[src/rtl/core/mwo_pkg.sv]
// shared types, constants and coefficient tables of the multi-waveform oscillator
`timescale 1ns / 1ps

package mwo_pkg;

  // item field widths
  localparam int FREQ_W    = 19;
  localparam int TIME_W    = 48;
  localparam int IN_DATA_W = 72;
  localparam int SAMPLE_W  = 16;

  // phase product: only the low 36 bits (fraction) of frequency * time matter
  localparam int PROD_FRAC = 36;
  localparam int TP_HALF   = 18;
  localparam int PHASE_W   = 32;

  // parameter defaults
  localparam int HARMONICS_DEF  = 99;
  localparam int PHASE_BITS_DEF = 16;

  // harmonic counter, wide enough for up to 255 harmonics
  localparam int N_W = 8;

  // shared multiplier
  localparam int MUL_W = 32;

  // reciprocal divider: 20-bit dividend, 4 quotient bits a step
  localparam int DIV_W     = 20;
  localparam int DIV_BPS   = 4;
  localparam int DIV_STEPS = DIV_W / DIV_BPS;
  localparam int DIV_REM_W = 9;
  localparam int QUOT_W    = 17;
  localparam int DIV_CNT_W = 3;
  localparam logic [DIV_W-1:0] DIV_BASE = 20'h2_0000;

  // sine polynomial, Q30 Taylor coefficients of sin(pi/2 * x)
  localparam logic [30:0] SIN_C1 = 31'd1686629713;
  localparam logic [30:0] SIN_C3 = 31'd693598668;
  localparam logic [30:0] SIN_C5 = 31'd85569306;
  localparam logic [30:0] SIN_C7 = 31'd5026995;
  localparam logic [30:0] SIN_C9 = 31'd172272;
  localparam logic [30:0] ONE_Q30 = 31'h4000_0000;

  // saw scaling by 2/pi in Q24
  localparam logic [23:0] TWO_OVER_PI_Q24 = 24'd10680707;
  localparam int ACC_W = 36;
  localparam int MAG_W = 18;

  localparam logic [SAMPLE_W-1:0] Q15_MAX = 16'h7FFF;
  localparam logic [SAMPLE_W-1:0] Q15_MIN = 16'h8000;

  // configuration port
  localparam int PADDR_W = 3;
  localparam int PDATA_W = 32;
  localparam logic REG_WAVEFORM = 1'b0;
  localparam int WAVE_W = 3;

  typedef enum logic [WAVE_W-1:0] {
    WAVE_SINE    = 3'd0,
    WAVE_SQUARE  = 3'd1,
    WAVE_TRI     = 3'd2,
    WAVE_ADD_SAW = 3'd3,
    WAVE_RAMP    = 3'd4
  } wave_e;

  typedef enum logic [3:0] {
    S_IDLE,
    S_PH0,
    S_PH1,
    S_DISP,
    S_SQ,
    S_HORN,
    S_RX,
    S_SOUT,
    S_MAC,
    S_ABS,
    S_SC0,
    S_SC1,
    S_SC2,
    S_DONE
  } state_e;

  // status from datapath to sequencer
  typedef struct packed {
    logic              in_valid;
    logic              out_free;
    logic [WAVE_W-1:0] wave;
    logic              last_harm;
    logic              div_done;
  } st_t;

  // control from sequencer to datapath
  typedef struct packed {
    state_e     state;
    logic [1:0] horn_idx;
    logic       take;
    logic       emit;
  } ctl_t;

  // coefficient subtracted from in each horner step, highest order first
  function automatic logic [30:0] horner_coef(input logic [1:0] k);
    logic [30:0] c;
    case (k)
      2'd0:    c = SIN_C7;
      2'd1:    c = SIN_C5;
      2'd2:    c = SIN_C3;
      default: c = SIN_C1;
    endcase
    return c;
  endfunction

endpackage

[src/rtl/core/multi_waveform_oscillator.sv]
// Multi-waveform oscillator: sine, square, triangle, additive saw and ramp samples.
// Triangle, ramp and silent modes come straight from the phase; sine and square run
// one sine pass, the additive saw one per harmonic up to HARMONICS. An item is taken
// only in idle, after the last result is registered. The single shared multiplier does
// one product a cycle, seven per harmonic (square, four horner steps, by x, accumulate).
// Reset (async, active low) idles the sequencer, empties the output register, selects sine.
`timescale 1ns / 1ps

module multi_waveform_oscillator
  import mwo_pkg::*;
#(
  parameter int HARMONICS  = HARMONICS_DEF,
  parameter int PHASE_BITS = PHASE_BITS_DEF
) (
  input  logic                 clk_i,
  input  logic                 rst_ni,
  // input items
  input  logic                 s_axis_tvalid,
  output logic                 s_axis_tready,
  input  logic [IN_DATA_W-1:0] s_axis_tdata,   // [18:0] frequency, [66:19] time_point
  // result items
  output logic                 m_axis_tvalid,
  input  logic                 m_axis_tready,
  output logic [SAMPLE_W-1:0]  m_axis_tdata,   // [15:0] sample
  // configuration
  input  logic                 psel,
  input  logic                 penable,
  input  logic                 pwrite,
  input  logic [PADDR_W-1:0]   paddr,
  input  logic [PDATA_W-1:0]   pwdata,
  output logic [PDATA_W-1:0]   prdata,
  output logic                 pready
);

  st_t  st;
  ctl_t ctl;

  logic [WAVE_W-1:0]   wave_q;
  logic                out_valid_q;
  logic [SAMPLE_W-1:0] out_data_q;

  logic [FREQ_W-1:0]    f_q;
  logic [PROD_FRAC-1:0] tp_q;
  logic [40:0]          w_q;
  logic [PHASE_W-1:0]   u_q, hp_q;
  logic [30:0]          x_q, x2_q, t_q;
  logic [14:0]          m_q;
  logic                 neg_q;
  logic [ACC_W-1:0]     acc_q;
  logic [N_W-1:0]       n_q;
  logic                 ysgn_q;
  logic [MAG_W-1:0]     mag_q;
  logic [SAMPLE_W-1:0]  res_q;

  logic [MUL_W-1:0]   mul_a, mul_b;
  logic [2*MUL_W-1:0] mul_p;
  logic               div_done;
  logic [QUOT_W-1:0]  quot;

  logic [30:0]          x_sel;
  logic [PROD_FRAC-1:0] ph_sum;
  logic [32:0]          rnd;
  logic [17:0]          m_raw;
  logic [14:0]          m_sat;
  logic [16:0]          tri_a;
  logic [SAMPLE_W-1:0]  direct;
  logic [57:0]          scaled;

  // configuration register
  always_ff @(posedge clk_i or negedge rst_ni) begin
    if (!rst_ni) begin
      wave_q <= WAVE_W'(WAVE_SINE);
    end else if (psel && penable && pwrite && (paddr[2] == REG_WAVEFORM)) begin
      wave_q <= pwdata[WAVE_W-1:0];
    end
  end

  assign pready = 1'b1;
  assign prdata = (paddr[2] == REG_WAVEFORM) ? PDATA_W'(wave_q) : '0;

  // sequencer
  assign st.in_valid  = s_axis_tvalid;
  assign st.out_free  = !out_valid_q || m_axis_tready;
  assign st.wave      = wave_q;
  assign st.last_harm = (n_q == N_W'(HARMONICS));
  assign st.div_done  = div_done;

  mwo_ctrl u_ctrl (
    .clk_i  (clk_i),
    .rst_ni (rst_ni),
    .st_i   (st),
    .ctl_o  (ctl)
  );

  assign s_axis_tready = (ctl.state == S_IDLE);

  // reciprocal of the harmonic number, worked out while the sine runs
  mwo_div u_div (
    .clk_i   (clk_i),
    .rst_ni  (rst_ni),
    .start_i (ctl.state == S_SQ),
    .n_i     (n_q),
    .done_o  (div_done),
    .quot_o  (quot)
  );

  // quarter-wave fold of the harmonic phase
  assign x_sel = hp_q[30] ? (ONE_Q30 - {1'b0, hp_q[29:0]}) : {1'b0, hp_q[29:0]};

  // operand select for the shared multiplier
  always_comb begin
    mul_a = '0;
    mul_b = '0;
    case (ctl.state)
      S_PH0: begin
        mul_a = MUL_W'(f_q);
        mul_b = MUL_W'(tp_q[TP_HALF-1:0]);
      end
      S_PH1: begin
        mul_a = MUL_W'(f_q);
        mul_b = MUL_W'(tp_q[PROD_FRAC-1:TP_HALF]);
      end
      S_SQ: begin
        mul_a = MUL_W'(x_sel);
        mul_b = MUL_W'(x_sel);
      end
      S_HORN: begin
        mul_a = MUL_W'(x2_q);
        mul_b = (ctl.horn_idx == 2'd0) ? MUL_W'(SIN_C9) : MUL_W'(t_q);
      end
      S_RX: begin
        mul_a = MUL_W'(t_q);
        mul_b = MUL_W'(x_q);
      end
      S_MAC: begin
        mul_a = MUL_W'(m_q);
        mul_b = MUL_W'(quot);
      end
      S_SC0: begin
        mul_a = MUL_W'(acc_q[16:0]);
        mul_b = MUL_W'(TWO_OVER_PI_Q24);
      end
      S_SC1: begin
        mul_a = MUL_W'(acc_q[33:17]);
        mul_b = MUL_W'(TWO_OVER_PI_Q24);
      end
      default: begin
        mul_a = '0;
        mul_b = '0;
      end
    endcase
  end

  mwo_mul u_mul (
    .a_i (mul_a),
    .b_i (mul_b),
    .p_o (mul_p)
  );

  // phase fraction from the two partial products
  assign ph_sum = w_q[PROD_FRAC-1:0] + {mul_p[TP_HALF-1:0], {TP_HALF{1'b0}}};

  // sine magnitude: round to q15 and clip
  assign rnd   = {1'b0, mul_p[61:30]} + 33'h0_4000;
  assign m_raw = rnd[32:15];
  assign m_sat = (m_raw > 18'd32767) ? 15'h7FFF : m_raw[14:0];

  // waveforms computed straight from the phase
  assign tri_a = u_q[31:15];
  always_comb begin
    direct = '0;
    case (wave_e'(wave_q))
      WAVE_TRI: begin
        if (u_q[31:30] == 2'b00) begin
          direct = SAMPLE_W'(tri_a);
        end else if (u_q[31:30] != 2'b11) begin
          direct = (tri_a == 17'h0_8000) ? Q15_MAX : (16'h0000 - tri_a[15:0]);
        end else begin
          direct = tri_a[15:0];
        end
      end
      WAVE_RAMP: direct = {~u_q[31], u_q[30:16]};
      default:   direct = '0;
    endcase
  end

  // scaled saw magnitude plus rounding half
  assign scaled = {mul_p[40:0], 17'b0} + 58'(w_q) + (58'd1 << 39);

  // datapath registers
  always_ff @(posedge clk_i) begin
    if (ctl.take) begin
      f_q  <= s_axis_tdata[FREQ_W-1:0];
      tp_q <= s_axis_tdata[FREQ_W +: PROD_FRAC];
    end
    case (ctl.state)
      S_PH0: w_q <= mul_p[40:0];
      S_PH1: u_q <= {ph_sum[PROD_FRAC-1 -: PHASE_BITS], {(PHASE_W-PHASE_BITS){1'b0}}};
      S_DISP: begin
        hp_q  <= u_q;
        n_q   <= N_W'(1);
        acc_q <= '0;
        res_q <= direct;
      end
      S_SQ: begin
        x_q   <= x_sel;
        x2_q  <= mul_p[60:30];
        neg_q <= hp_q[31];
      end
      S_HORN: t_q <= 31'(32'(horner_coef(ctl.horn_idx)) - mul_p[61:30]);
      S_RX:   m_q <= m_sat;
      S_SOUT: begin
        if (wave_e'(wave_q) == WAVE_SQUARE) begin
          res_q <= (!neg_q && (m_q != '0)) ? Q15_MAX : Q15_MIN;
        end else begin
          res_q <= neg_q ? (16'h0000 - {1'b0, m_q}) : {1'b0, m_q};
        end
      end
      S_MAC: begin
        if (div_done) begin
          acc_q <= neg_q ? (acc_q - ACC_W'(mul_p[31:0])) : (acc_q + ACC_W'(mul_p[31:0]));
          n_q   <= n_q + 1'b1;
          hp_q  <= hp_q + u_q;
        end
      end
      S_ABS: begin
        ysgn_q <= acc_q[ACC_W-1];
        acc_q  <= acc_q[ACC_W-1] ? (ACC_W'(0) - acc_q) : acc_q;
      end
      S_SC0: w_q   <= mul_p[40:0];
      S_SC1: mag_q <= scaled[57:40];
      S_SC2: begin
        if (ysgn_q) begin
          res_q <= (mag_q > 18'd32768) ? Q15_MIN : (16'h0000 - mag_q[15:0]);
        end else begin
          res_q <= (mag_q > 18'd32767) ? Q15_MAX : mag_q[15:0];
        end
      end
      default: begin
      end
    endcase
  end

  // output register
  always_ff @(posedge clk_i or negedge rst_ni) begin
    if (!rst_ni) begin
      out_valid_q <= 1'b0;
    end else if (ctl.emit) begin
      out_valid_q <= 1'b1;
    end else if (m_axis_tready) begin
      out_valid_q <= 1'b0;
    end
  end

  always_ff @(posedge clk_i) begin
    if (ctl.emit) begin
      out_data_q <= res_q;
    end
  end

  assign m_axis_tvalid = out_valid_q;
  assign m_axis_tdata  = out_data_q;

`ifndef SYNTHESIS
  a_take_starts: assert property (@(posedge clk_i) disable iff (!rst_ni)
    s_axis_tvalid && s_axis_tready |=> ctl.state == S_PH0)
    else $error("accepted item did not start the phase product");

  a_harm_range: assert property (@(posedge clk_i) disable iff (!rst_ni)
    ctl.state == S_MAC |-> (n_q != '0) && (n_q <= N_W'(HARMONICS)))
    else $error("harmonic counter out of range");

  a_div_ready: assert property (@(posedge clk_i) disable iff (!rst_ni)
    ctl.state == S_MAC |-> div_done)
    else $error("reciprocal not ready at accumulate");

  a_emit_free: assert property (@(posedge clk_i) disable iff (!rst_ni)
    ctl.emit |-> !out_valid_q || m_axis_tready)
    else $error("result overwrote an untaken item");

  a_wave_hold: assert property (@(posedge clk_i) disable iff (!rst_ni)
    !(psel && penable && pwrite) |=> $stable(wave_q))
    else $error("waveform register changed without a write");
`endif

endmodule

[src/rtl/core/mwo_mul.sv]
// shared 32 x 32 unsigned multiplier of the oscillator datapath
`timescale 1ns / 1ps

module mwo_mul
  import mwo_pkg::*;
(
  input  logic [MUL_W-1:0]   a_i,
  input  logic [MUL_W-1:0]   b_i,
  output logic [2*MUL_W-1:0] p_o
);

  // full-width product, registered by the caller
  assign p_o = 64'(a_i) * 64'(b_i);

endmodule

[src/rtl/core/mwo_div.sv]
// iterative reciprocal divider: round(65536 / n) as (2^17 + n) / (2n)
`timescale 1ns / 1ps

module mwo_div
  import mwo_pkg::*;
(
  input  logic              clk_i,
  input  logic              rst_ni,
  input  logic              start_i,
  input  logic [N_W-1:0]    n_i,
  output logic              done_o,
  output logic [QUOT_W-1:0] quot_o
);

  logic [DIV_CNT_W-1:0] cnt_q;
  logic [DIV_W-1:0]     num_q, num_d;
  logic [DIV_REM_W-1:0] rem_q, rem_d;
  logic [DIV_REM_W-1:0] dv_q;

  // four restoring steps, dividend bits shift out as quotient bits shift in
  always_comb begin
    logic [DIV_REM_W-1:0] rem;
    logic [DIV_W-1:0]     num;
    logic [DIV_REM_W:0]   r;
    rem = rem_q;
    num = num_q;
    r   = '0;
    for (int i = 0; i < DIV_BPS; i++) begin
      r   = {rem, num[DIV_W-1]};
      num = {num[DIV_W-2:0], 1'b0};
      if (r >= {1'b0, dv_q}) begin
        r      = r - {1'b0, dv_q};
        num[0] = 1'b1;
      end
      rem = r[DIV_REM_W-1:0];
    end
    rem_d = rem;
    num_d = num;
  end

  // step counter
  always_ff @(posedge clk_i or negedge rst_ni) begin
    if (!rst_ni) begin
      cnt_q <= '0;
    end else if (start_i) begin
      cnt_q <= DIV_CNT_W'(DIV_STEPS);
    end else if (cnt_q != '0) begin
      cnt_q <= cnt_q - 1'b1;
    end
  end

  // operand and partial remainder
  always_ff @(posedge clk_i) begin
    if (start_i) begin
      num_q <= DIV_BASE + DIV_W'(n_i);
      rem_q <= '0;
      dv_q  <= {n_i, 1'b0};
    end else if (cnt_q != '0) begin
      num_q <= num_d;
      rem_q <= rem_d;
    end
  end

  assign done_o = (cnt_q == '0);
  assign quot_o = num_q[QUOT_W-1:0];

endmodule

[src/rtl/core/mwo_ctrl.sv]
// sequencer that steps the shared multiplier through each item
`timescale 1ns / 1ps

module mwo_ctrl
  import mwo_pkg::*;
(
  input  logic clk_i,
  input  logic rst_ni,
  input  st_t  st_i,
  output ctl_t ctl_o
);

  state_e     state_q, state_d;
  logic [1:0] k_q, k_d;

  // state and horner step registers
  always_ff @(posedge clk_i or negedge rst_ni) begin
    if (!rst_ni) begin
      state_q <= S_IDLE;
      k_q     <= '0;
    end else begin
      state_q <= state_d;
      k_q     <= k_d;
    end
  end

  // next state and strobes
  always_comb begin
    state_d       = state_q;
    k_d           = k_q;
    ctl_o.state   = state_q;
    ctl_o.horn_idx = k_q;
    ctl_o.take    = 1'b0;
    ctl_o.emit    = 1'b0;
    case (state_q)
      S_IDLE: begin
        if (st_i.in_valid) begin
          ctl_o.take = 1'b1;
          state_d    = S_PH0;
        end
      end
      S_PH0: state_d = S_PH1;
      S_PH1: state_d = S_DISP;
      S_DISP: begin
        case (wave_e'(st_i.wave))
          WAVE_SINE, WAVE_SQUARE, WAVE_ADD_SAW: state_d = S_SQ;
          default:                              state_d = S_DONE;
        endcase
      end
      S_SQ: begin
        k_d     = '0;
        state_d = S_HORN;
      end
      S_HORN: begin
        if (k_q == 2'd3) begin
          state_d = S_RX;
        end else begin
          k_d = k_q + 1'b1;
        end
      end
      S_RX: begin
        if (wave_e'(st_i.wave) == WAVE_ADD_SAW) begin
          state_d = S_MAC;
        end else begin
          state_d = S_SOUT;
        end
      end
      S_SOUT: state_d = S_DONE;
      S_MAC: begin
        if (st_i.div_done) begin
          state_d = st_i.last_harm ? S_ABS : S_SQ;
        end
      end
      S_ABS: state_d = S_SC0;
      S_SC0: state_d = S_SC1;
      S_SC1: state_d = S_SC2;
      S_SC2: state_d = S_DONE;
      S_DONE: begin
        if (st_i.out_free) begin
          ctl_o.emit = 1'b1;
          state_d    = S_IDLE;
        end
      end
      default: state_d = S_IDLE;
    endcase
  end

endmodule
[config.mk]
export PLATFORM = sky130hd
export DESIGN_NAME = multi_waveform_oscillator
export DESIGN_NICKNAME = d
export VERILOG_FILES = /design/src/rtl/core/mwo_pkg.sv /design/src/rtl/core/multi_waveform_oscillator.sv /design/src/rtl/core/mwo_mul.sv /design/src/rtl/core/mwo_div.sv /design/src/rtl/core/mwo_ctrl.sv
export SDC_FILE = /design/constraint.sdc
export NUM_CORES = 2
export LEC_CHECK = 0
export BUFFER_PORTS_ARGS = -buffer_cell sky130_fd_sc_hd__buf_4
export CAP_MARGIN = 25
export CORE_ASPECT_RATIO = 0.9
export CORE_MARGIN = 5
export CORE_UTILIZATION = 49
export DETAILED_ROUTE_END_ITERATION = 6
export PLACE_DENSITY = 0.65
export SLEW_MARGIN = 40
export SYNTH_ARGS = -nofsm -noshare
export SYNTH_HDL_FRONTEND = slang
export SYNTH_HIERARCHICAL = 1
export SYNTH_SLANG_ARGS = --single-unit
[constraint.sdc]
create_clock -name clk_i -period 21.7 [get_ports clk_i]
set_clock_uncertainty 0.2 [all_clocks]
set_input_delay 2.17 -clock clk_i [delete_from_list [all_inputs] [get_ports clk_i]]
set_output_delay 2.17 -clock clk_i [all_outputs]
set_load 0.02 [all_outputs]
==> results.yml <==
grt:
  antenna_found_initial: 3
  grt_max_degree: 62
  grt_pass1_vias: 44434
  grt_overflow_total: 0
  grt_use_total_pct: 25.95
  grt_pass1_wl_mm: 255.3
detailed_routing:
  viasPerCell: 5.704
  ant_nets: 0
  drtIter0Drc: 3943
  vias: 43629
  wl_per_cell_um: 21.09
  dr.pass1.iters: 7
  route.detailed.drc: 14
  postRouteWirelength_mm: 161.3
timing:
  setup_viol: 0
  slew_violations: 0
  rsz0062_at_grt: "false"
  finalHoldViolCount: 0
  relSlewSlack_pct: 30.48
  final.min_clock_period_ns: 13.36
  fin_crit_sh_pct: 61.58
  max_freq_mhz: 74.83
  worstMarginPinSlew_ns: 1.043
  tns_ns: 0
hold_path:
  hold_class: "reg -> reg"
  hold_start: "res_q[12]"
final_layout:
  final_cell_mix: "inv_1, fa_1, nand2_1"
  nFillCells: 10739
  syn_to_final_growth_pct: 5.485
  final_nets: 7508
  multi_input_area_mm2: 0.04261
  regArea_mm2: 0.01032
  mostFrequentLayoutCell: "inv_1"
  drive_above_1_share_pct: 6.157
yosys:
  synth_area_per_cell_um2: 9.423
  synthesis.instances: 6144
  syn_area_mm2: 0.05790
  synth_warnings: 6
clocking:
  postCtsSetupRepairBufs: 0
  cts_sinks: 349
  cts_root_buf: "clkbuf_16"
  clk_pin_slew_ns: 0.07
  htree_levels: 2
  cts_tree: "done"
  ctsResizeCount: 0
  clock_latency_ns: 0.56
  cts_inserted_buffers: 35
  cts_buffer_depth: 3
  hold_buffers: 0
critical_path:
  required_ns: 21.76
  cp_max_fo: 35
  startpoint: "u_ctrl/state_q[0]"
  endpoint_kind: "register"
  r2r_start: "u_ctrl/state_q[0]"
  worst-path-buf-inv: 6
  startpoint_type: "register"
  crit_slowest_cell: "dfrtp_1"
  worst_ep_arrival_time_ns: 13.42
  slowest_delay_ns: 0.86
  crit_top_cell: "fa_1"
  worst-setup-path-type: "reg -> reg"
  cp_top_family: "adder cells"
run_status:
  violations: "DRC"
  status: "finished, violations left"
run:
  max-cap-violations: 0
floorplan:
  io-pin-count: 165
  dieArea_mm2: 0.1251
  fp.dieH_um: 336.1
  rows: 119
  start_util_pct: 49.41
  core_area_mm2: 0.1172
  die_w_um: 372.3
placement:
  routabilityCongestion: 0.9692
  hpwl_mm: 127.3
  port_buffers: 86
-- metal layers --
layer  track usage, %  share of wire [%]  up-vias
met5                0              0.016        -
met4            5.332                2.2        4
met3            3.546                7.7      204
met2            40.70                 45     1506
met1            38.82                 46    22294
li1                 -                  -    19621
-- cell type report --
| cell class | instances | area share, % |
|---|---|---|
| multi-input combinational | 4506 | 69.77 |
| sequential | 349 | 16.91 |
| inverter | 967 | 5.943 |
| tap | 1573 | 3.223 |
| timing repair buffer | 190 | 2.301 |
| clock buffer | 39 | 1.528 |
| clock inverter | 23 | 0.3196 |
| antenna | 2 | 0.008195 |
-- per-stage QoR --
step                      instances  hold WS, ns  area (um2)  utilization [%]  setup WS, ns
after floorplan                6181       0.2003       58040                -         9.039
after global placement         7574       0.2052       59810            51.04         8.281
after detailed placement       7578       0.2062       59870            51.09         8.373
after CTS                      7640       0.2233       61000            52.05         8.317
after global routing           7647       0.2332       61070            52.11         7.794
final                          7649       0.2250       61070            52.12         8.336
-- registers in the layout, indices dropped and copies added, names as in the netlist, 4 cells and up --
| name | cells |
|---|---|
| acc_q | 36 |
| tp_q | 36 |
| t_q | 31 |
| x2_q | 31 |
| w_q | 24 |
| u_div/num_q | 20 |
| f_q | 19 |
| mag_q | 18 |
| hp_q | 16 |
| m_axis_tdata | 16 |
| res_q | 16 |
| u_q | 16 |
| m_q | 15 |
| x_q | 15 |
| u_div/rem_q | 9 |
| n_q | 8 |
| u_div/dv_q | 8 |
| u_ctrl/state_q | 4 |
-- worst register-to-register path: cells and delay by family (launching register included) --
family	cells	cell delay, ns
fa+ha+maj	10	4.79
simple gates	14	3.93
compound gates	5	1.69
flops	1	0.86
buf+inv	6	0.84
xor+xnor	1	0.46
mux	1	0.32
-- final timing paths --
| check | end | slack, ns | depth (start not counted) |
|---|---|---|---|
| max in group asynchronous | u_div/cnt_q[2] | 19.85 | 1 |
| max reg2reg | m_q[5] | 8.34 | 37 |
| min | m_axis_tdata[12] | 0.22 | 0 |
| max | m_q[5] | 8.34 | 37 |
| min in group asynchronous | u_ctrl/k_q[0] | 1.27 | 1 |
| min reg2reg | m_axis_tdata[12] | 0.22 | 0 |
Power is not shown: default switching activity piles up to over one toggle a cycle in this logic, so the estimate is an artifact.
